## src/rtl/core/vcsa_pkg.sv

```systemverilog
`timescale 1ns / 1ps
`default_nettype none
package vcsa_pkg;

  localparam int unsigned SumW     = 48;
  localparam int unsigned CountW   = 16;
  localparam int unsigned ScaleW   = 16;
  localparam int unsigned RadiusW  = 10;
  localparam int unsigned TqW      = 27;  // scale * (r1 + r2)
  localparam int unsigned T2W      = 54;  // tq squared
  localparam int unsigned D2W      = 22;  // d2 kept only below 2^22
  localparam int unsigned DiffW    = 11;  // per-axis |diff| below the far limit
  localparam int unsigned NumW     = 38;  // t2 >> 16
  localparam int unsigned QueueDepth = 2;

  localparam logic [ScaleW-1:0] ScaleReset = 16'd45875;
  localparam logic [SumW-1:0]   SumMax     = {SumW{1'b1}};
  localparam logic [CountW-1:0] CountMax   = {CountW{1'b1}};

  // one classified pair handed from front to back
  typedef struct packed {
    logic [TqW-1:0] tq;
    logic [D2W-1:0] d2;
    logic           cand;  // not skipped, not far, d2 below 2^22
    logic           last;
  } vcsa_entry_t;

  typedef enum logic [3:0] {
    ST_IDLE,
    ST_SQUARE,
    ST_TEST,
    ST_DIV,
    ST_QSQ,
    ST_PLO,
    ST_PHI,
    ST_TERM,
    ST_ACC,
    ST_FIN
  } vcsa_state_e;

endpackage
`default_nettype wire

```

## src/rtl/core/vcsa_queue.sv

```systemverilog
`timescale 1ns / 1ps
`default_nettype none
module vcsa_queue (
  input  wire                   clk_i,
  input  wire                   rst_ni,
  input  wire                   push_i,
  input  vcsa_pkg::vcsa_entry_t push_data_i,
  output logic                  push_ready_o,
  input  wire                   pop_i,
  output vcsa_pkg::vcsa_entry_t pop_data_o,
  output logic                  pop_valid_o
);
  import vcsa_pkg::*;

  localparam int unsigned PtrW = $clog2(QueueDepth);

  vcsa_entry_t         mem_q [QueueDepth];
  logic [PtrW-1:0]     wr_q, rd_q;
  logic [PtrW:0]       cnt_q;

  assign push_ready_o = cnt_q != (PtrW+1)'(QueueDepth);
  assign pop_valid_o  = cnt_q != '0;
  assign pop_data_o   = mem_q[rd_q];

  always_ff @(posedge clk_i) begin
    if (push_i && push_ready_o) begin
      mem_q[wr_q] <= push_data_i;
    end
  end

  always_ff @(posedge clk_i or negedge rst_ni) begin
    if (!rst_ni) begin
      wr_q  <= '0;
      rd_q  <= '0;
      cnt_q <= '0;
    end else begin
      if (push_i && push_ready_o) wr_q <= wr_q + 1'b1;
      if (pop_i && pop_valid_o)   rd_q <= rd_q + 1'b1;
      cnt_q <= cnt_q + (PtrW+1)'(push_i && push_ready_o) - (PtrW+1)'(pop_i && pop_valid_o);
    end
  end

endmodule
`default_nettype wire

```

## config.mk

```make
export PLATFORM = sky130hd
export DESIGN_NAME = vcsa_queue
export DESIGN_NICKNAME = d
export VERILOG_FILES = /design/src/rtl/core/vcsa_pkg.sv /design/src/rtl/core/vcsa_queue.sv
export SDC_FILE = /design/constraint.sdc
export NUM_CORES = 1
export LEC_CHECK = 0
export BUFFER_PORTS_ARGS = -buffer_cell sky130_fd_sc_hd__buf_2
export CORE_ASPECT_RATIO = 1.2
export CORE_MARGIN = 2
export CORE_UTILIZATION = 55
export CTS_CLUSTER_DIAMETER = 80
export CTS_CLUSTER_SIZE = 40
export DETAILED_ROUTE_END_ITERATION = 8
export GPL_TIMING_DRIVEN = 0
export PLACE_DENSITY = 0.89
export SLEW_MARGIN = 20
export SYNTH_ARGS = -nofsm -noshare
export SYNTH_HDL_FRONTEND = slang
export SYNTH_SLANG_ARGS = --single-unit
```

## constraint.sdc

```tcl
create_clock -name clk_i -period 8.3 [get_ports clk_i]
set_input_delay 1.66 -clock clk_i [delete_from_list [all_inputs] [get_ports clk_i]]
set_output_delay 1.66 -clock clk_i [all_outputs]
set_load 0.05 [all_outputs]
```

# After elaboration in Yosys (flattened, before gate mapping)
# Memory sizes are Yosys's and may differ from the RTL's.
# Index checks and enable logic that the tools add are counted.
# W data, S select, Z words.
# word_totals
in_bits,55
mem_bits_rw,102
ff_bits,4
mem_count,1
output_inout_bits,53
# memory_table
name,depth,width,read_ports,rd_ports_with_merged_regs,write_ports,line,source
mem_q,2,51,1,0,1,vcsa_queue.sv:17,vcsa_entry_t mem_q [QueueDepth];
# classes
n_eq_ne,1
reduce_logical,3
muxes,2
add_sub_neg,4
# op_table
cell,count
$add A1 B1 Y1 const B,2
$add A2 B1 Y2,1
$logic_and A1 B1 Y1,2
$mux W1,2
$ne A2 B2 Y1 const B,1
$reduce_bool A2 Y1,1
$sub A2 B1 Y2,1

# Longest topological paths before layout
# Gate-level depths: netlist (run 1).
# logic_depth
word_depth,4
mapped_depth,5
ltp_nobuf,5

# Least setup slack after synthesis (run 1)
# No wires, ideal clock.
# synth_timing
path_kind,input -> register
start,input port push_i
end,memory mem_q[0][0] (netlist bit) (enable)
cell_stages,2
setup_slack_ps,3945
required_time_ps,7840
path_buffers,0
t_arrival_ps,3895
cell_sequence,nand2_1 nor2_1
# synth_between
elab_chain_cells,3
# synth_lines
item,line,source
start: declaration,vcsa_queue.sv:6,"input wire push_i,"
$logic_and A1 B1 Y1,vcsa_queue.sv:26,if (push_i && push_ready_o) begin
$mux W1,vcsa_queue.sv:26,
$mux W1 (implied by the code),vcsa_queue.sv:27,mem_q[wr_q] <= push_data_i;
end: declaration,vcsa_queue.sv:17,
# No other way between the ends.

==> results of run 1 <==
power groups by stage:
stage | Sequential [mW] | Combinational [mW] | Clock [mW]
final | 0.765 | 0.892 | 0.332
after global routing | 0.775 | 0.937 | 0.359
after CTS | 0.766 | 0.904 | 0.342
after detailed placement | 0.778 | 0.902 | 0
after global placement | 0.779 | 0.864 | 0
after floorplan | 0.771 | 0.703 | 0
logic make-up (layout without fill, tap and decap cells):
group	Yosys count	after routing	share of synthesized area
mux	51	51	0.147
flops	106	106	0.807
simple gates	10	10	0.0125
fa+ha+maj	1	1	0.00319
compound gates	4	4	0.00798
buf+inv	6	131	0.0156
xor+xnor	3	3	0.00671
metal layers:
metal | GRT usage | vias to the layer above | routed length (um)
li1 | - | 951 | -
met1 | 0.166 | 1005 | 2390
met2 | 0.318 | 64 | 3660
met3 | 0.0455 | 11 | 354
met4 | 0.0960 | 0 | 129
met5 | 0 | - | 0
Yosys cell counts:
| cell type | n | area (um^2) |
|---|---|---|
| a32oi_1 | 1 | 8.76 |
| nand2b_1 | 1 | 6.26 |
| buf_2 | 1 | 5.00 |
| xnor2_1 | 3 | 26.3 |
| edfxtp_1 | 102 | 3060 |
| mux2_2 | 51 | 574 |
| buf_6 | 5 | 56.3 |
| nor2b_1 | 1 | 6.26 |
| nand3_1 | 1 | 5.00 |
| ha_1 | 1 | 12.5 |
| and3_1 | 1 | 6.26 |
| dfrtp_1 | 4 | 100 |
| a21bo_1 | 1 | 10.0 |
| a211oi_1 | 1 | 7.51 |
| or2_2 | 1 | 6.26 |
| o21ai_0 | 1 | 5.00 |
| nand2_1 | 2 | 7.51 |
| nor2_1 | 3 | 11.3 |
stage by stage:
stage | total power, mW | worst slack, ps | cell area (um^2) | hold WS (ps)
finish | 1.99 | 5000 | 4850 | 563
global placement | 1.64 | 2730 | 4560 | 475
global route | 2.07 | 4920 | 4850 | 584
detailed placement | 1.68 | 5350 | 4630 | 550
floorplan | 1.47 | 3950 | 3920 | 460
CTS | 2.01 | 4960 | 4850 | 564
worst max path at each step:
stage,endpoint,cells after the start
after floorplan,mem_q[0][0]$_DFFE_PP_,2
after global placement,mem_q[0][23]$_DFFE_PP_,3
after detailed placement,pop_data_o[43],4
after CTS,pop_data_o[38],4
after global routing,pop_data_o[47],4
final,pop_data_o[43],4
flip-flops by register name (all words and copies together), names as in the netlist:
| signal | count |
|---|---|
| cnt_q | 2 |
| mem_q | 102 |
| rd_q | 1 |
| wr_q | 1 |
cell type report:
class | instances | area (um^2)
clock buffer | 10 | 128
tap | 87 | 109
clock inverter | 6 | 90.1
timing repair buffer | 109 | 591
fill | 466 | 2010
sequential | 106 | 3160
multi-input combinational | 69 | 706
buffer | 6 | 61.3
==> impl_metrics.toml, run 1 <==
[status]
status = "completed"

[power_and_ir_drop]
p_sw_uw = 824
power_density_nw_per_um2 = 410
seqPwrFrac = 0.384
netSwitchingFraction = 0.414
pwr-share-clk = 0.167
leakagePower_nw = 1.83
intPower_mw = 1.17
ir_worst_vdd_uv = 264
pwr-share-comb = 0.449

[route]
ant_nets = 0
drc_errors = 0
vias_per_cell = 5.17
dr_total_vias = 2031
wl_per_cell_um = 16.6
drtPass1Iterations = 4
routed_wl_mm = 6.54
drt_iter0_drc = 67

[layout]
drive_gt1_frac = 0.598
diodes = 0
layout_commonest_cell = "buf_2"
area_growth_pct = 23.7
mostFrequentLayoutCells = "buf_2 (108), edfxtp_1 (102), mux2_2 (51)"
finish.utilization = 0.707
final_cell_count_no_fill = 393
final_nets = 357

[clock_network]
cts_tree = "built"
clock-sinks = 106
cts_hold_buf = 0
h-tree-depth = 3
cts_setup_buffers = 0
clock_latency_ps = 340
clk_pin_slew_ps = 90
cts_resized = 0
numCtsBuffers = 9
clk_path_buf_depth = 2
clockRootBuffer = "clkbuf_8"

[setup_path]
crit_path_top_delay_cell = "mux2_2"
path_buf_inv = 3
crit_chain = "buf_2 -> buf_6 -> mux2_2 -> buf_2"
setup.worst_path.start = "rd_q$_DFFE_PN0P_"
critPathKind = "flop to primary output"
crit_family = "buffers and inverters"
startpoint_type = "flop"
cp-end-kind = "primary output"
cp.arrival_ps = 1640
crit_top_cell = "buf_2"
reg2reg_to = "mem_q[1][42]$_DFFE_PP_"
r2r_setup_slack_ps = 6590
cp_max_fo = 10
r2r-start = "cnt_q[0]$_DFF_PN0_"
ff2ff_path_depth = 2
max_stage_delay_ps = 350
required_ps = 6640

[global_routing]
overflow = 0
grt.total_usage = 0.170
antenna_found_initial = 0
first_global_vias = 2008
grt_max_degree = 52
grt_pass1_wl_mm = 9.40

[synthesis]
syn_nets = 237
syn_area_um2 = 3920
synth-seq-cells = 106
yosysSeqAreaShare = 0.807
synthesis.instances = 181
synth_warnings = 0
ys_types = 18
avgSynthCellArea_um2 = 21.6

[die]
start_util = 0.572
ios = 108
die_height_um = 96.5
coreArea_um2 = 6850
dieArea_um2 = 7820
die_width_um = 81.0
core.rowCount = 33

[place]
gp_congestion = 0.685
portBuffers = 107
place_hpwl_mm = 4.53
dp_cells = 377

[hold_path]
hold_path_class = "flop to flop"
hp-start = "wr_q$_DFFE_PN0P_"
hold_depth = 1
holdPathEnd = "wr_q$_DFFE_PN0P_"

[sta]
setup_tns_ps = 0
post-route-min-period_ps = 3300
hold_viol_final = 0
timing.fmax_ghz = 0.303
setup_viol = 0
worstMarginPinSlew_ps = 712
slew_viol_final = 0
slew_headroom = 0.526
fin_skew_ps = 5.99
fin_crit_sh = 0.398
rsz0062_at_grt = "false"

[job]
cap_violations = 0
Power figures use the tool's default switching activity.
==> run 2: changes to the inputs <==
ABC_AREA = 1   (was unset)
CORE_UTILIZATION = 47   (was 55)
PLACE_DENSITY = 0.82   (was 0.89)
clock period = 2.9 ns   (was 8.3 ns; I/O delays follow)
==> run 2 against run 1 <==
Against the previous run: clock-buffer cell count did not move; clock skew barely moved; synthesized cell count rose by 65%; final area rose by 0.36%.
==> impl_metrics.toml, run 2 <==
[sta]
rsz0062_at_grt = "false"
setup_tns_ps = 0
setup_viol = 0
post-route-min-period_ps = 2150
slew_viol_final = 0
worstMarginPinSlew_ps = 810
fin_skew_ps = 6.34
hold_viol_final = 0
fin_crit_sh = 0.741
timing.fmax_ghz = 0.466
slew_headroom = 0.459

[synthesis]
async_flop_share = 0.0377
avgSynthCellArea_um2 = 13.3
synth_xor_area_frac = 0.00220
yosys-top-cells-count = "nand2_1 (160), edfxtp_1 (102), inv_1 (7)"
synth_edf_count = 102
synth_top_area_share = 0.771
syn_nets = 354
synthSimpleGateAreaFrac = 0.164
synthMuxAreaShare = 0
ys_top_cells_by_area = "edfxtp_1 (77%), nand2_1 (15%), dfrtp_1 (2.5%), buf_6 (1.4%), inv_1 (0.66%)"
synth_top_family_by_area = "simple AND/OR/NAND/NOR gates"
ys_types = 17
yosysSeqAreaShare = 0.796
synth_warnings = 0
syn_area_um2 = 3970
synth_top_flop_cell = "edfxtp_1"
synth_compound_area_frac = 0.00252
synth_area_leader_cell = "edfxtp_1"
synth_most_common_cell = "nand2_1"
synthesis.instances = 298
yosys.area_share.adder = 0.00315
synth-seq-cells = 106

[setup_path]
cp.arrival_ps = 1570
r2r-start = "cnt_q[0]$_DFF_PN0_"
critPathKind = "flop to primary output"
startpoint_type = "flop"
reg2reg_to = "mem_q[1][14]$_DFFE_PP_"
setup.worst_path.end = "pop_data_o[41]"
ff2ff_path_depth = 5
r2r_setup_slack_ps = 1020
cp_max_fo = 10
setup.worst_path.start = "rd_q$_DFFE_PN0P_"
required_ps = 2320
cp-end-kind = "primary output"

[die]
dieArea_um2 = 9210
die_height_um = 105
core.rowCount = 36
coreArea_um2 = 8150
start_util = 0.487
die_width_um = 87.9
ios = 108

[layout]
reg.largest.list = "mem_q x102, cnt_q x2"
final_cell_count_no_fill = 537
largest_reg_flops = 102
regMostFlops = "mem_q"
mostFrequentLayoutCells = "nand2_1 (160), buf_2 (111), edfxtp_1 (102)"
drive_gt1_frac = 0.326
final_nets = 474
diodes = 0
area_growth_pct = 22.5
finish.utilization = 0.597
layout_commonest_cell = "nand2_1"

[place]
portBuffers = 107
dp_cells = 521
place_hpwl_mm = 5.00
gp_congestion = 0.805

[route]
drtPass1Iterations = 4
ant_nets = 0
wl_per_cell_um = 13.3
vias_per_cell = 4.63
dr_total_vias = 2486
drc_errors = 0
drt_iter0_drc = 96
routed_wl_mm = 7.12

[clock_network]
cts_hold_buf = 0
cts_setup_buffers = 0
clockRootBuffer = "clkbuf_8"
numCtsBuffers = 9
clk_path_buf_depth = 2
clock-sinks = 106
clk_pin_slew_ps = 90
cts_tree = "built"
clock_latency_ps = 350
h-tree-depth = 3
cts_resized = 0

[status]
status = "completed"

[global_routing]
first_global_vias = 2534
overflow = 0
grt_pass1_wl_mm = 11.3
grt.total_usage = 0.161
grt_max_degree = 28
antenna_found_initial = 0

[hold_path]
hold_path_class = "primary input to asynchronous set/reset pin"

[job]
cap_violations = 0
## run 2: cell types whose count changed in the layout (fill, tap and decap cells not counted), sizes merged, moves of 2 or more
cell      delta
xnor2        -3
buf          +5
nor2         +2
nand2      +160
inv          +7
clkinvlp     +3
bufinv       -2
mux2        -51
## run 2: final cells by class
class	instances	area [um^2]
clock buffers	10	128
well taps	114	143
fillers	637	3290
flip-flops and latches	106	3160
clock inverters	6	33.8
plain buffers	11	91.3
multi-input cells	173	696
repair buffers	109	576
inverters	8	35.0
## run 2: critical path: stages (launching register included)
cell and delay [ps]:
dfrtp_1 370, buf_4 170, inv_6 120, buf_6 150, nand2_1 50, nand2_1 90
buf_2 270
## run 2: kinds of logic after synthesis
kind of cell | after synthesis
AOI/OAI and AO/OA | 2
xor gates and xnor gates | 1
adders and majority gates | 1
buffers and inverters | 19
DFF | 106
and+or+nand+nor | 169
## run 2: worst min path at each step
stage / endpoint / slack (ps) / cells past startpoint / startpoint
2_1_floorplan: cnt_q[0]$_DFF_PN0_ / 280 / 0 / rst_ni
3_3_place_gp: wr_q$_DFFE_PN0P_ / 390 / 1 / rst_ni
3_5_place_dp: wr_q$_DFFE_PN0P_ / 400 / 1 / rst_ni
4_1_cts: wr_q$_DFFE_PN0P_ / 7 / 1 / rst_ni
5_1_grt: rd_q$_DFFE_PN0P_ / 5 / 1 / rst_ni
6_report: wr_q$_DFFE_PN0P_ / 20 / 1 / rst_ni
## run 2: metrics by stage
step	worst slack, ps	instance area [um^2]	hold WS, ps
2_1_floorplan	346	3980	284
3_3_place_gp	-259	4650	389
3_5_place_dp	834	4700	396
4_1_cts	741	4860	7.45
5_1_grt	663	4860	4.88
6_report	752	4860	23.5
## run 2: metal layers
metal  vias up  part of all wire  track usage  routed length [um]
li1       1237                 -            -                   -
met1      1156              0.41        0.186                2890
met2        77              0.53        0.284                3750
met3        16             0.044       0.0292                 311
met4         0             0.024       0.0769                 171
met5         -                 0            0                   0
Power of run 2 is left out: the tool's default activity adds up to more than one toggle a clock period on the data nets, which glitch-free logic cannot reach.
==> run 3: changes to the inputs <==
ABC_AREA = 0   (was 1)
CORE_UTILIZATION = 46   (was 47)
PLACE_DENSITY = 0.8   (was 0.82)
clock period = 1.77 ns   (was 2.9 ns; I/O delays follow)
==> run 3 against run 2 <==
Against the previous run: worst setup slack worse by 870 ps; the run now ends with negative setup slack left; critical path depth is 2 lower; first-iteration DRC count is 20% lower; utilization is 3.8 points higher; sequential share of layout area is 4.2 points lower; critical endpoint is now pop_data_o[37]; critical path type unchanged; clock-buffer cell count stayed put; final area is 6.9% higher.
==> impl_metrics.toml, run 3 (synthesis gave the netlist of run 1 again) <==
[route]
drc_errors = 0
wl_per_cell_um = 17.1
drt_iter0_drc = 77
drtPass1Iterations = 4
ant_nets = 0
dr_total_vias = 2050
vias_per_cell = 4.87
routed_wl_mm = 7.21

[global_routing]
overflow = 0
grt.total_usage = 0.146
first_global_vias = 2144
antenna_found_initial = 0
grt_max_degree = 52
grt_pass1_wl_mm = 9.99

[layout]
area_growth_pct = 32.8
final_nets = 362
stdcell_area_um2 = 5200
drive_gt1_frac = 0.606
final_cell_count_no_fill = 421
layout_commonest_cell = "edfxtp_1"
reg.largest.list = "mem_q x102, cnt_q x2"
regMostFlops = "mem_q"
diodes = 0
largest_reg_flops = 102
mostFrequentLayoutCells = "edfxtp_1 (102), buf_2 (55), buf_6 (52)"

[sta]
postLayoutSetupSlackWorst_ps = -113
worstMarginPinSlew_ps = 664
post-route-min-period_ps = 1880
timing.fmax_ghz = 0.531
fin_crit_sh = 1.06
setup_viol = 50
fin_skew_ps = 9.15
slew_headroom = 0.557
hold_viol_final = 0
rsz0062_at_grt = "true"
slew_viol_final = 0

[hold_path]
holdPathEnd = "mem_q[0][14]$_DFFE_PP_"
hold_depth = 1
hp-start = "push_data_i[14]"
hold_path_class = "primary input to flop"

[setup_path]
cp-end-kind = "primary output"
critPathKind = "flop to primary output"
required_ps = 1420
crit_chain = "buf_6 -> buf_8 -> mux2_2 -> buf_6"
r2r-start = "cnt_q[0]$_DFF_PN0_"
cp_max_fo = 10
cp.depth = 4
max_stage_delay_ps = 360
path_buf_inv = 3
crit_path_top_delay_cell = "mux2_2"
startpoint_type = "flop"
reg2reg_to = "mem_q[1][20]$_DFFE_PP_"
crit_family = "buffers and inverters"
r2r_setup_slack_ps = 70
crit_top_cell = "buf_6"
cp.arrival_ps = 1530
ff2ff_path_depth = 2

[clock_network]
clk_path_buf_depth = 2
clockRootBuffer = "clkbuf_8"
clock_latency_ps = 350
numCtsBuffers = 9
clk_pin_slew_ps = 90
cts_tree = "built"
clock-sinks = 106
h-tree-depth = 3

[place]
place_area_um2 = 4670
gp_congestion = 0.714
place_hpwl_mm = 4.18
dp_cells = 404
pre_cts_slack_ps = 62.0
portBuffers = 107

[die]
die_height_um = 105
die_width_um = 88.2
dieArea_um2 = 9270
ios = 108
core.rowCount = 36
start_util = 0.478
coreArea_um2 = 8200

[job]
cap_violations = 0

[power_and_ir_drop]
power_density_nw_per_um2 = 1910
leakagePower_nw = 1.95
ir_worst_vdd_uv = 1220

[status]
status = "finished, violations left"
violations = "negative setup slack"
-- run 3: area by class of cell --
class,instances,area (um^2)
Multi-Input combinational cell,70,736
Fill cell,597,3000
Clock buffer,10,128
Buffer,6,86.3
Timing Repair Buffer,113,937
Tap cell,114,143
Sequential cell,106,3160
Clock inverter,2,8.76
-- run 3: per-stage QoR --
step	total power, mW	util	hold slack (ps)	TNS [ps]
finish	9.94	0.635	183	-4770
CTS	9.62	0.616	166	-6670
global route	10.3	0.635	161	-8510
detailed placement	7.88	0.570	170	0
global placement	7.74	0.563	165	-38040
floorplan	6.93	-	58.4	-11470
-- run 3: routing by layer --
layer	GRT usage	up-vias	wire length, um
li1	-	957	-
met3	0.0521	11	424
met1	0.153	1014	2710
met5	0	-	0
met2	0.256	68	3950
met4	0.0639	0	128
-- run 3: power breakdown --
| group | switching (mW) | internal, mW | leakage [nW] |
|---|---|---|---|
| clock | 0.717 | 0.475 | 0.0714 |
| sequential | 0.168 | 3.43 | 0.995 |
| combinational | 3.15 | 2.01 | 0.883 |
-- run 3: worst max-delay path by stage --
| stage | start | to |
|---|---|---|
| CTS | rd_q$_DFFE_PN0P_ | pop_data_o[1] |
| finish | rd_q$_DFFE_PN0P_ | pop_data_o[37] |
| floorplan | cnt_q[0]$_DFF_PN0_ | mem_q[0][0]$_DFFE_PP_ |
| global placement | cnt_q[0]$_DFF_PN0_ | mem_q[0][24]$_DFFE_PP_ |
| global route | rd_q$_DFFE_PN0P_ | pop_data_o[36] |
| detailed placement | cnt_q[0]$_DFF_PN0_ | mem_q[1][30]$_DFFE_PP_ |
-- run 3: timing repair --
item	4_1_cts	5_1_grt
gates cloned	0	1
endpoints found under the hold margin	4	0
hold buffers	1	0
setup endpoints to repair	51	103
setup buffers	2	1
resized for setup	75	38
