## config.mk

```make
export PLATFORM = sky130hd
export DESIGN_NAME = vcsa_front
export DESIGN_NICKNAME = d
export VERILOG_FILES = /design/src/rtl/core/vcsa_pkg.sv /design/src/rtl/core/vcsa_front.sv
export SDC_FILE = /design/constraint.sdc
export NUM_CORES = 1
export LEC_CHECK = 0
export BUFFER_PORTS_ARGS = -buffer_cell sky130_fd_sc_hd__buf_2
export CORE_UTILIZATION = 50
export DETAILED_ROUTE_END_ITERATION = 12
export GPL_TIMING_DRIVEN = 0
export PLACE_DENSITY = 0.76
export SETUP_SLACK_MARGIN = 0.2
export SYNTH_ARGS = -nofsm -noshare
export SYNTH_HDL_FRONTEND = slang
export SYNTH_SLANG_ARGS = --single-unit
export TNS_END_PERCENT = 20
```

## constraint.sdc

```tcl
create_clock -name clk_i -period 19.1 [get_ports clk_i]
set_input_delay 0.955 -clock clk_i [delete_from_list [all_inputs] [get_ports clk_i]]
set_output_delay 0.955 -clock clk_i [all_outputs]
set_load 0.05 [all_outputs]
```

## src/rtl/core/vcsa_pkg.sv

```systemverilog
`timescale 1ns / 1ps
`default_nettype none
package vcsa_pkg;

  localparam int unsigned SumW     = 48;
  localparam int unsigned CountW   = 16;
  localparam int unsigned ScaleW   = 16;
  localparam int unsigned RadiusW  = 10;
  localparam int unsigned TqW      = 27;  // scale * (r1 + r2)
  localparam int unsigned T2W      = 54;  // tq squared
  localparam int unsigned D2W      = 22;  // d2 kept only below 2^22
  localparam int unsigned DiffW    = 11;  // per-axis |diff| below the far limit
  localparam int unsigned NumW     = 38;  // t2 >> 16
  localparam int unsigned QueueDepth = 2;

  localparam logic [ScaleW-1:0] ScaleReset = 16'd45875;
  localparam logic [SumW-1:0]   SumMax     = {SumW{1'b1}};
  localparam logic [CountW-1:0] CountMax   = {CountW{1'b1}};

  // one classified pair handed from front to back
  typedef struct packed {
    logic [TqW-1:0] tq;
    logic [D2W-1:0] d2;
    logic           cand;  // not skipped, not far, d2 below 2^22
    logic           last;
  } vcsa_entry_t;

  typedef enum logic [3:0] {
    ST_IDLE,
    ST_SQUARE,
    ST_TEST,
    ST_DIV,
    ST_QSQ,
    ST_PLO,
    ST_PHI,
    ST_TERM,
    ST_ACC,
    ST_FIN
  } vcsa_state_e;

endpackage
`default_nettype wire

```

## src/rtl/core/vcsa_front.sv

```systemverilog
`timescale 1ns / 1ps
`default_nettype none
module vcsa_front #(
  parameter int unsigned COORD_WIDTH = 20
) (
  input  wire                          clk_i,
  input  wire                          rst_ni,
  input  wire                          cfg_we_i,
  input  wire [vcsa_pkg::ScaleW-1:0]   cfg_data_i,
  input  wire signed [COORD_WIDTH-1:0] own_x_i,
  input  wire signed [COORD_WIDTH-1:0] own_y_i,
  input  wire signed [COORD_WIDTH-1:0] own_z_i,
  input  wire signed [COORD_WIDTH-1:0] contact_x_i,
  input  wire signed [COORD_WIDTH-1:0] contact_y_i,
  input  wire signed [COORD_WIDTH-1:0] contact_z_i,
  input  wire [vcsa_pkg::RadiusW-1:0]  own_radius_i,
  input  wire [vcsa_pkg::RadiusW-1:0]  contact_radius_i,
  input  wire                          skip_i,
  input  wire                          last_i,
  output vcsa_pkg::vcsa_entry_t        entry_o
);
  import vcsa_pkg::*;

  logic [ScaleW-1:0] scale_q;

  always_ff @(posedge clk_i or negedge rst_ni) begin
    if (!rst_ni) begin
      scale_q <= ScaleReset;
    end else if (cfg_we_i) begin
      scale_q <= cfg_data_i;
    end
  end

  function automatic logic [COORD_WIDTH:0] abs_diff(logic signed [COORD_WIDTH-1:0] a,
                                                   logic signed [COORD_WIDTH-1:0] b);
    logic signed [COORD_WIDTH:0] d;
    d = $signed({a[COORD_WIDTH-1], a}) - $signed({b[COORD_WIDTH-1], b});
    abs_diff = d[COORD_WIDTH] ? (COORD_WIDTH+1)'(1) + ~d : d;
    return abs_diff;
  endfunction

  logic [COORD_WIDTH:0] dx, dy, dz;
  logic                 far;
  logic [D2W+1:0]       d2;
  logic [RadiusW:0]     rsum;

  always_comb begin
    dx   = abs_diff(own_x_i, contact_x_i);
    dy   = abs_diff(own_y_i, contact_y_i);
    dz   = abs_diff(own_z_i, contact_z_i);
    far  = (|dx[COORD_WIDTH:DiffW]) | (|dy[COORD_WIDTH:DiffW]) | (|dz[COORD_WIDTH:DiffW]);
    d2   = (D2W+2)'(dx[DiffW-1:0] * dx[DiffW-1:0])
         + (D2W+2)'(dy[DiffW-1:0] * dy[DiffW-1:0])
         + (D2W+2)'(dz[DiffW-1:0] * dz[DiffW-1:0]);
    rsum = {1'b0, own_radius_i} + {1'b0, contact_radius_i};
    entry_o.tq   = TqW'(scale_q * rsum);
    entry_o.d2   = d2[D2W-1:0];
    entry_o.cand = !skip_i && !far && (d2[D2W+1:D2W] == 2'b00);
    entry_o.last = last_i;
  end

endmodule
`default_nettype wire

```

# After elaboration in Yosys (flattened, before gate mapping)
# Cells that the tools add are included.
# op_classes
addsub	9
mul	4
n_mux	3
n_bitwise	5
n_reduce_logical	8
# op_table
operator	count
$mul 11x11->22	3
$add 2x21->21 const A	3
$mux 21	3
$not 21->21	3
$sub 20x20->21	3
$reduce_or 10->1	3
$mul 16x11->27	1
$add 23x22->24	1
$add 22x22->23	1
$add 10x10->11	1
$logic_and 1x1->1	2
$logic_not 1->1	2
$logic_not 2->1	1
$or 1x1->1	2
# word_totals
regBits	16
output_inout_bits	51
word_cells	30

# Logic depth before layout (Yosys ltp)
# Gate-level depths: netlist of the first run.
# logic_depth
ltp_word	10
mapped_depth	42
depth_no_buf	42

# Least setup slack after synthesis of the first run
# No wires, ideal clock.
# synth_path
path_type	input -> output
start	input port own_y_i[0]
end	output port entry_o[1] (netlist name)
arrival_ns	11.177
required_time_ns	18.145
slack_ns	6.968
path_stages	36
n_path_buf	1
path_cell_list	inv_1 ha_1 inv_1 fa_1 a211oi_1 o21ai_1 a311o_1 and3_2 a22oi_1 clkbuf_1 nand2_1 xnor2_1 inv_2 nor2_1 fa_1 fa_1 fa_1 fa_1 fa_1 fa_1 fa_1 inv_1 fa_1 inv_1 ha_1 a21o_1 a21oi_1 o211ai_1 nand2_1 o221ai_1 or4_1 a31o_2 a21oi_1 xor2_1 or4_1 nor4_2
# synth_rtl
element	line	rtl
start, declared	vcsa_front.sv:11	input wire signed [COORD_WIDTH-1:0] own_y_i,
end, declared	vcsa_front.sv:20	output vcsa_pkg::vcsa_entry_t entry_o

==> results of run 1 <==
worst max path at each step:
stage / to / slack [ps] / cells past startpoint
2_1_floorplan: entry_o[1] / 6970 / 36
3_3_place_gp: entry_o[1] / 5280 / 38
3_5_place_dp: entry_o[1] / 5120 / 38
4_1_cts: entry_o[1] / 5060 / 38
5_1_grt: entry_o[1] / 4410 / 38
6_report: entry_o[1] / 4950 / 38
metal layers:
layer	global-route usage, %	vias up
met5	0	-
met4	3.78	2
met3	2.79	58
met2	43.2	462
met1	32.8	8876
li1	-	8554
cell type report:
class / count / area share (%)
repair buffers: 209 / 4.45
multi-input cells: 1888 / 79.6
well taps: 577 / 3.07
inverters: 605 / 9.66
clock buffers: 4 / 0.378
flip-flops and latches: 16 / 1.75
plain buffers: 62 / 1.11
stage by stage:
step / instance area, µm² / hold WS [ps] / instances
2_1_floorplan: 21700 / 493 / 2571
3_3_place_gp: 23400 / 511 / 3357
3_5_place_dp: 23400 / 517 / 3357
4_1_cts: 23500 / 540 / 3361
5_1_grt: 23500 / 551 / 3361
6_report: 23500 / 541 / 3361
cell families after synthesis:
family | count (synthesis) | share of synthesized area (%)
DFF | 16 | 1.90
muxes | 32 | 1.61
and+or+nand+nor | 735 | 16.7
xor gates and xnor gates | 119 | 4.81
AOI/OAI and AO/OA | 337 | 10.9
adders and majority gates | 665 | 52.4
buffers and inverters | 667 | 11.7
layout by cell type (no fill, tap or decap), drive strengths merged, types with 11 or more instances in the layout:
master,instances
nor3,31
nand2,215
o31ai,13
o21ai,56
nand2b,23
o211ai,15
mux2,22
or2,27
clkbuf,61
buf,214
nand3,35
o21a,14
ha,263
nand4,21
a211oi,21
a21o,25
nor2b,18
xor2,47
a31oi,13
xnor2,72
fa,402
or3,11
and2,88
nor2,201
inv,604
a21oi,82
o21bai,12
and3,17
==> impl_results.md, run 1 <==
* Clock Sink Count at 16
* Hold path depth at 1
* RSZ-0062 raised after global routing: false
* Hold EP: scale_q[14]
* Final Cycle Share at 74.1%
* Synth cell types at 104
* Post-synth top area share at 37.2%
* Most used cell along the critical path: fa_1
* Seq/Total Area, Yosys at 1.90%
* Die Y at 210 µm
* Fmax at 70.7 MHz
* Maximum fanout along the worst path at 10
* Prevailing post-synth register cell: dfstp_2
* DR DRC count at 0
* Final wirelength at 52400 µm
* Initial core utilization at 51.2%
* Clock skew at 0 ps
* Largest net degree at the start of global routing at 17
* Multi-input logic area at 18700 µm²
* Met1 Wirelength at 22800 µm
* Antenna-violating nets left at 0
* Vias per Instance at 5.34
* FF-to-FF setup slack at 18320 ps
* Post-DP HPWL at 47000 µm
* Ys async rst share at 100%
* DIE WIDTH at 210 µm
* CP max stage cell: xnor2_1
* Clock buffer depth at 2
* Count of buffers from port buffering at 209
* Total die area at 44200 µm²
* Ys Warns at 0
* Routability cong. at 0.991
* Number of flip-flops under the largest register name at 16
* CTS H-tree lvls at 1
* Max capacitance violation total at 0
* Root Buffer: clkbuf_16
* Crit path launch: own_x_i[0]
* Relative slew slack at 30.8%
* Setup TNS at 0 ps
* Nets at 3611
* WP data arrival at 13200 ps
* Period minus WS final at 14150 ps
* Met2 wire len at 26000 µm
* R2r endpoint: scale_q[11]
* Worst-Skew Late Latency at 240 ps
* Synth area leaders: fa_1, ha_1, inv_1
* Crit-path max cell delay at 830 ps
* Final count of hold timing violations at 0
* Pre-CTS setup slack at 5120 ps
* Vias in the first global route at 18926
* EDFF count, synth at 0
* GRT overflow at 0
* Crit end category: output port
* Routed len/inst at 15.6 µm
* CTS tree: yes
* Initial antenna violation count at 1
* First-pass GRT wire length at 89100 µm
* Register area at 412 µm²
* GRT Total Usage at 24.5%
* Most instantiated cells after synthesis: inv_1, fa_1, ha_1
* Layout cell share with drive strength beyond 1 at 11.5%
* Fillers at 3941
* Slew Viols, Final at 0
* Post-layout util at 55.6%
* Final setup viols at 0
* Most frequent cell after synthesis: inv_1
* CP Class: in2out
* Mapped Area at 21700 µm²
* Setup Buffers After CTS at 0
* # IOs at 212
* Hold-fix buffers at CTS at 0
* WP buf/inv at 8
* Via count at 17952
* CP top delay family: adder cells
* Hold_sp: scale_q[14]
* DRT iter0 DRCs at 1134
* Cells on worst reg2reg path at 1
* Largest area contributor in the netlist: fa_1
* Status: finished, final reports clean
* Final worst slack at 4950 ps
* Largest Register: scale_q
* Metal3 WL at 2750 µm
* CTS resizes at 0
* Seq cells post-synth at 16
* RR Startpoint: scale_q[11]
* DR pass1 iterations at 6
* Core Footprint at 42300 µm²
* Worst-Margin Slew at 1030 ps
* Top Registers: scale_q: 16 flops
* Ant. Diodes at 0
* Worst Path Required at 18150 ps
* Cells after synthesis at 2571
* Top sig layer: met5
* CTS clk-pin slew, worst paths at 50 ps
* Syn_nets at 3397
* CTS buffer count at 3
* Average size of a mapped cell at 8.42 µm²
* Worst setup SP type: primary input
* Row count at 75
* Worst hold path class: reg2reg
* Area grow syn2layout at 8.57%
Power of run 1 is not shown: default switching activity piles up to over one toggle a cycle in this logic, so the estimate is an artifact.
==> run 2, diff against run 1 <==
Settings changed: ABC_AREA set to 1.
Clock period 19.1 ns to 13.5 ns, I/O delays scaled along.
==> run 2 against run 1 <==
Net effect: first-iteration DRC count rose by 15%; cell count rose by 21%; sequential share of layout area fell by 0.11 points; largest cell class unchanged; routed wire length rose by 6.0%; utilization fell by 0.52 points.
==> impl_results.md, run 2 <==
* # IOs at 212 (unchanged)
* RSZ-0062 raised after global routing: false
* Most instantiated cells after synthesis: inv_1, nand2_1, fa_1
* CP max stage cell: fa_1
* Initial core utilization at 50.9% (-0.30 points)
* Non-Filler Instances at 4078 (+21%)
* CTS clk-pin slew, worst paths at 50 ps (about the same)
* DIE WIDTH at 217 µm (+3.3%)
* Worst hold path class: in2async
* Synth cell types at 53 (-49%)
* Largest Register: scale_q
* Prevailing post-synth register cell: dfstp_2
* Top Registers: scale_q: 16 flops
* DR pass1 iterations at 6 (unchanged)
* Syn_nets at 4088 (+20%)
* Most used cell along the critical path: fa_1
* Final wirelength at 55500 µm (+6.0%)
* Layout cell share with drive strength beyond 1 at 11.1% (-0.36 points)
* Antenna-violating nets left at 0 (unchanged)
* Number of flip-flops under the largest register name at 16 (unchanged)
* Commonest cells after routing, fill and taps aside: inv_1, nand2_1, fa_1
* Seq/Total Area, Yosys at 1.78% (-0.12 points)
* Core Footprint at 45500 µm² (+7.5%)
* Slew Viols, Final at 0 (unchanged)
* Relative slew slack at 33.4% (+2.5 points)
* Average size of a mapped cell at 7.09 µm² (-16%)
* Final Cycle Share at 82.3%
* CTS tree: yes
* GRT Total Usage at 24.3% (-0.17 points)
* Seq cells post-synth at 16 (unchanged)
* Initial antenna violation count at 2 (+1)
* Via count at 20455 (+14%)
* Placed cell count at 4072 (+21%)
* Vias in the first global route at 20159 (+6.5%)
* Post-synth top area share at 34.8% (-2.4 points)
* Setup Buffers After CTS at 0 (unchanged)
* Crit-path max cell delay at 590 ps (-240 ps)
* First-pass GRT wire length at 93700 µm (+5.2%)
* Clock buffer depth at 2 (unchanged)
* Clock Sink Count at 16 (unchanged)
* GRT overflow at 0 (unchanged)
* Die Y at 217 µm (+3.3%)
* WP data arrival at 10440 ps (-2760 ps)
* CTS buffer count at 3 (unchanged)
* Post-DP HPWL at 50400 µm (+7.2%)
* Final setup viols at 0 (unchanged)
* DR DRC count at 0 (unchanged)
* Total die area at 47100 µm² (+6.8%)
* Max capacitance violation total at 0 (unchanged)
* CP Class: in2out
* Root Buffer: clkbuf_16
* Worst setup SP type: primary input
* Worst-Margin Slew at 996 ps (-35.4 ps)
* Clock skew at 0 ps (unchanged)
* Largest area contributor in the netlist: fa_1
* Worst Path Required at 12820 ps (-5330 ps)
* Multi-input logic area at 19200 µm² (+2.7%)
* Fillers at 4477 (+14%)
* Post-layout util at 55.0% (-0.52 points)
* Synth area leaders: fa_1, ha_1, inv_1
* Fmax at 90.0 MHz
* Ys async rst share at 100% (unchanged)
* Worst-Skew Late Latency at 250 ps (about the same)
* Area grow syn2layout at 8.19%
* Crit end category: output port
* Row count at 78 (+4.0%)
* Commonest non-fill, non-tap cell in the layout: inv_1
* Cells on worst reg2reg path at 3 (+2)
* Hold-fix buffers at CTS at 0 (unchanged)
* Routed len/inst at 13.6 µm (-13%)
* Nets at 4303 (+19%)
* Vias per Instance at 5.02 (-6.1%)
* CTS H-tree lvls at 1 (unchanged)
* Most frequent cell after synthesis: inv_1
* Largest net degree at the start of global routing at 17 (unchanged)
* Setup TNS at 0 ps (unchanged)
* Ys Warns at 0 (unchanged)
* Maximum fanout along the worst path at 10 (unchanged)
* Period minus WS final at 11120 ps
* Routability cong. at 0.922 (-7.0%)
* Register area at 412 µm² (unchanged)
* Status: finished, final reports clean
* Cells after synthesis at 3262 (+27%)
* Count of buffers from port buffering at 210 (+0.48%)
* DRT iter0 DRCs at 1300 (+15%)
* EDFF count, synth at 0 (unchanged)
* Final count of hold timing violations at 0 (unchanged)
* CTS resizes at 0 (unchanged)
* Mapped Area at 23100 µm² (+6.8%)
-- run 2: cell types whose count changed after synthesis, moves of 23 or more --
cell      before  now
a21o_1        24    0
and2_1        85    3
clkbuf_1      56   31
inv_1        602  836
inv_2          2   27
nand2_1      215  762
nand2_2        0   35
nand2b_1      23    0
nand3_1       34  146
nor2_1       200  315
xnor2_1       72   19
-- run 2: worst max-delay path, delay by kind of cell --
| family | cells | cell delay (ps) |
|---|---|---|
| xor gates and xnor gates | 2 | 840 |
| adders and majority gates | 11 | 5070 |
| AOI/OAI and AO/OA | 4 | 800 |
| buffers and inverters | 10 | 1200 |
| and+or+nand+nor | 15 | 1820 |
-- run 2: path summary, 6_finish.rpt --
path / startpoint / endpoint / slack, ps
min in group clk_i: cfg_data_i[14] / scale_q[14] / 640
max in group asynchronous: rst_ni / scale_q[1] / 12860
worst min register to register: scale_q[1] / scale_q[1] / 720
worst max register to register: scale_q[15] / scale_q[15] / 12050
worst max-delay path: own_x_i[0] / entry_o[1] / 2380
worst min-delay path: rst_ni / scale_q[14] / 340
-- run 2: cell families (layout without fill, tap and decap cells) --
| group | Yosys count | after routing | share of synthesized area, % |
|---|---|---|---|
| xor gates and xnor gates | 78 | 78 | 3.57 |
| DFF | 16 | 16 | 1.78 |
| other | 0 | 2 | 0 |
| and+or+nand+nor | 1383 | 1383 | 25.5 |
| buffers and inverters | 915 | 1129 | 15.1 |
| adders and majority gates | 665 | 665 | 49.0 |
| AOI/OAI and AO/OA | 204 | 204 | 5.01 |
| muxes | 1 | 1 | 0.0433 |
-- run 2: cell type report --
| cell class | instances | share of cell area, % |
|---|---|---|
| Tap cell | 600 | 3.00 |
| Antenna cell | 2 | 0.0200 |
| Clock buffer | 4 | 0.355 |
| Sequential cell | 16 | 1.64 |
| Inverter | 863 | 12.9 |
| Timing Repair Buffer | 210 | 4.20 |
| Buffer | 52 | 1.04 |
| Multi-Input combinational cell | 2331 | 76.8 |
-- run 2: layer usage --
| layer | wire, µm | GRT usage [%] | vias up |
|---|---|---|---|
| met5 | 0 | 0 | - |
| met4 | 1550 | 6.71 | 0 |
| met3 | 3500 | 2.74 | 84 |
| met2 | 26300 | 41.4 | 607 |
| met1 | 24200 | 32.6 | 9656 |
| li1 | - | - | 10108 |
-- run 2: stage by stage --
| step | setup WS (ps) | hold slack [ps] | instance area [µm²] |
|---|---|---|---|
| after floorplan | 3740 | 379 | 23100 |
| after global placement | 2570 | 596 | 24900 |
| after detailed placement | 2520 | 603 | 24900 |
| after CTS | 2480 | 344 | 25000 |
| after global routing | 1880 | 358 | 25000 |
| final | 2380 | 336 | 25000 |
Power of run 2 is left out for the same reason.
==> run 3, diff against run 2 <==
Clock period 13.5 ns to 11.2 ns, I/O delays scaled along.
==> run 3 against run 2 <==
Net effect: first-iteration DRC count is 3.8% higher; die area stayed put; clock skew stayed put; sequential share of layout area barely moved; largest cell class unchanged; via count grew 0.12%; sequential cell count is the same; critical path type unchanged; utilization increased by 0.13 points; setup slack got worse by 1800 ps; critical path depth unchanged; critical endpoint unchanged; cell area rose by 0.24%; count of clock-buffer cells in the layout is the same.
==> impl_results.md, run 3 (synthesized netlist as in run 2, its figures left out) <==
* Via count at 20479 (+0.12%)
* Worst Path Required at 10640 ps (-2180 ps)
* CTS buffer count at 3 (unchanged)
* Crit end category: output port
* Worst hold path class: in2async
* GRT Total Usage at 24.3% (unchanged)
* Routed len/inst at 13.6 µm (+0.10%)
* Fillers at 4474 (-0.067%)
* Setup TNS at 0 ps (unchanged)
* Total die area at 47100 µm² (unchanged)
* Final count of hold timing violations at 0 (unchanged)
* DR DRC count at 0 (unchanged)
* Setup Buffers After CTS at 0 (unchanged)
* Final wirelength at 55600 µm (+0.10%)
* Post-DP HPWL at 50400 µm (unchanged)
* Clock buffer depth at 2 (unchanged)
* CP max stage cell: fa_1
* Root Buffer: clkbuf_16
* FF-to-FF setup slack at 9750 ps (-2300 ps)
* Worst setup SP type: primary input
* # IOs at 212 (unchanged)
* Maximum fanout along the worst path at 10 (unchanged)
* First-pass GRT wire length at 93700 µm (unchanged)
* Relative slew slack at 55.1% (+22 points)
* CTS resizes at 0 (unchanged)
* Number of flip-flops under the largest register name at 16 (unchanged)
* DIE WIDTH at 217 µm (unchanged)
* Die Y at 217 µm (unchanged)
* CTS H-tree lvls at 1 (unchanged)
* R2r endpoint: scale_q[15]
* Status: finished, final reports clean
* DR pass1 iterations at 6 (unchanged)
* RR Startpoint: scale_q[15]
* CTS tree: yes
* CP Class: in2out
* Worst-Margin Slew at 671 ps (-325 ps)
* Setup crit end: entry_o[1]
* Vias in the first global route at 20159 (unchanged)
* Initial antenna violation count at 2 (unchanged)
* Clock skew at 0 ps (unchanged)
* Post-layout util at 55.2% (+0.13 points)
* Row count at 78 (unchanged)
* DRT iter0 DRCs at 1350 (+3.8%)
* GRT overflow at 0 (unchanged)
* Period minus WS final at 10660 ps
* Slew Viols, Final at 0 (unchanged)
* Commonest non-fill, non-tap cell in the layout: inv_1
* Layout cell share with drive strength beyond 1 at 11.2% (+0.12 points)
* Initial core utilization at 50.9% (unchanged)
* Largest Register: scale_q
* Worst-Skew Late Latency at 250 ps (about the same)
* Antenna-violating nets left at 0 (unchanged)
* Largest net degree at the start of global routing at 17 (unchanged)
* RSZ-0062 raised after global routing: true
* Max capacitance violation total at 0 (unchanged)
* Area grow syn2layout at 8.45%
* Final setup viols at 0 (unchanged)
* Nets at 4303 (unchanged)
* Fmax at 93.8 MHz
* Cells on worst reg2reg path at 3 (unchanged)
* WP data arrival at 10100 ps (-340 ps)
* Crit path launch: own_x_i[0]
* Clock Sink Count at 16 (unchanged)
* Top Registers: scale_q: 16 flops
* Core Footprint at 45500 µm² (unchanged)
* Vias per Instance at 5.02 (+0.12%)
* Commonest cells after routing, fill and taps aside: inv_1, nand2_1, fa_1
* Count of buffers from port buffering at 210 (unchanged)
* Hold-fix buffers at CTS at 0 (unchanged)
* Fin Hold WS at 221 ps (-115 ps)
* Most used cell along the critical path: fa_1
* Routability cong. at 0.922 (unchanged)
* Crit-path max cell delay at 580 ps (about the same)
* CTS clk-pin slew, worst paths at 50 ps (about the same)
* Final Cycle Share at 95.2%
[run 3: cell count changes in the layout (fill, tap and decap cells not counted)]
cell	previous run	this run
a21boi_0	2	1
a21boi_1	1	2
nand3_1	146	145
nand3_2	15	16
o21ai_0	59	58
o21ai_1	4	5
o221ai_1	1	0
o221ai_2	0	1
xor2_1	43	41
xor2_2	13	12
xor2_4	2	5
[run 3: cell type report]
| cell class | count | area [µm²] | share of cell area (%) |
|---|---|---|---|
| Sequential cell | 16 | 412 | 1.64 |
| Tap cell | 600 | 751 | 2.99 |
| Inverter | 863 | 3240 | 12.9 |
| Clock buffer | 4 | 88.8 | 0.354 |
| Antenna cell | 2 | 5.00 | 0.0199 |
| Multi-Input combinational cell | 2331 | 19300 | 76.9 |
| Buffer | 52 | 262 | 1.04 |
| Timing Repair Buffer | 210 | 1050 | 4.19 |
[run 3: worst min-delay path by stage]
stage,start,to,slack (ps)
after global routing,rst_ni,scale_q[7],240
after detailed placement,rst_ni,scale_q[14],490
after global placement,rst_ni,scale_q[14],480
after floorplan,rst_ni,scale_q[10],260
final,rst_ni,scale_q[14],220
after CTS,rst_ni,scale_q[14],230
[run 3: critical path: cells and delay by family]
family | cells | cell delay [ps]
simple gates | 15 | 1860
compound gates | 4 | 710
fa+ha+maj | 11 | 5060
xor+xnor | 2 | 680
buf+inv | 10 | 1160
[run 3: stage by stage]
| step | area, µm² | setup WS (ps) | std cells |
|---|---|---|---|
| 3_5_place_dp | 24900 | 447 | 4072 |
| 3_3_place_gp | 24900 | 496 | 4072 |
| 2_1_floorplan | 23100 | 1670 | 3262 |
| 5_1_grt | 25100 | 123 | 4078 |
| 4_1_cts | 25000 | 412 | 4076 |
| 6_report | 25100 | 535 | 4078 |
[run 3: metal layers]
layer / up-vias / routed length, µm / global-route usage (%)
met3: 91 / 3740 / 2.74
met1: 9649 / 23900 / 32.6
met5: - / 0 / 0
met2: 636 / 26300 / 41.4
li1: 10103 / - / -
met4: 0 / 1650 / 6.71
Power of run 3 is left out for the same reason.
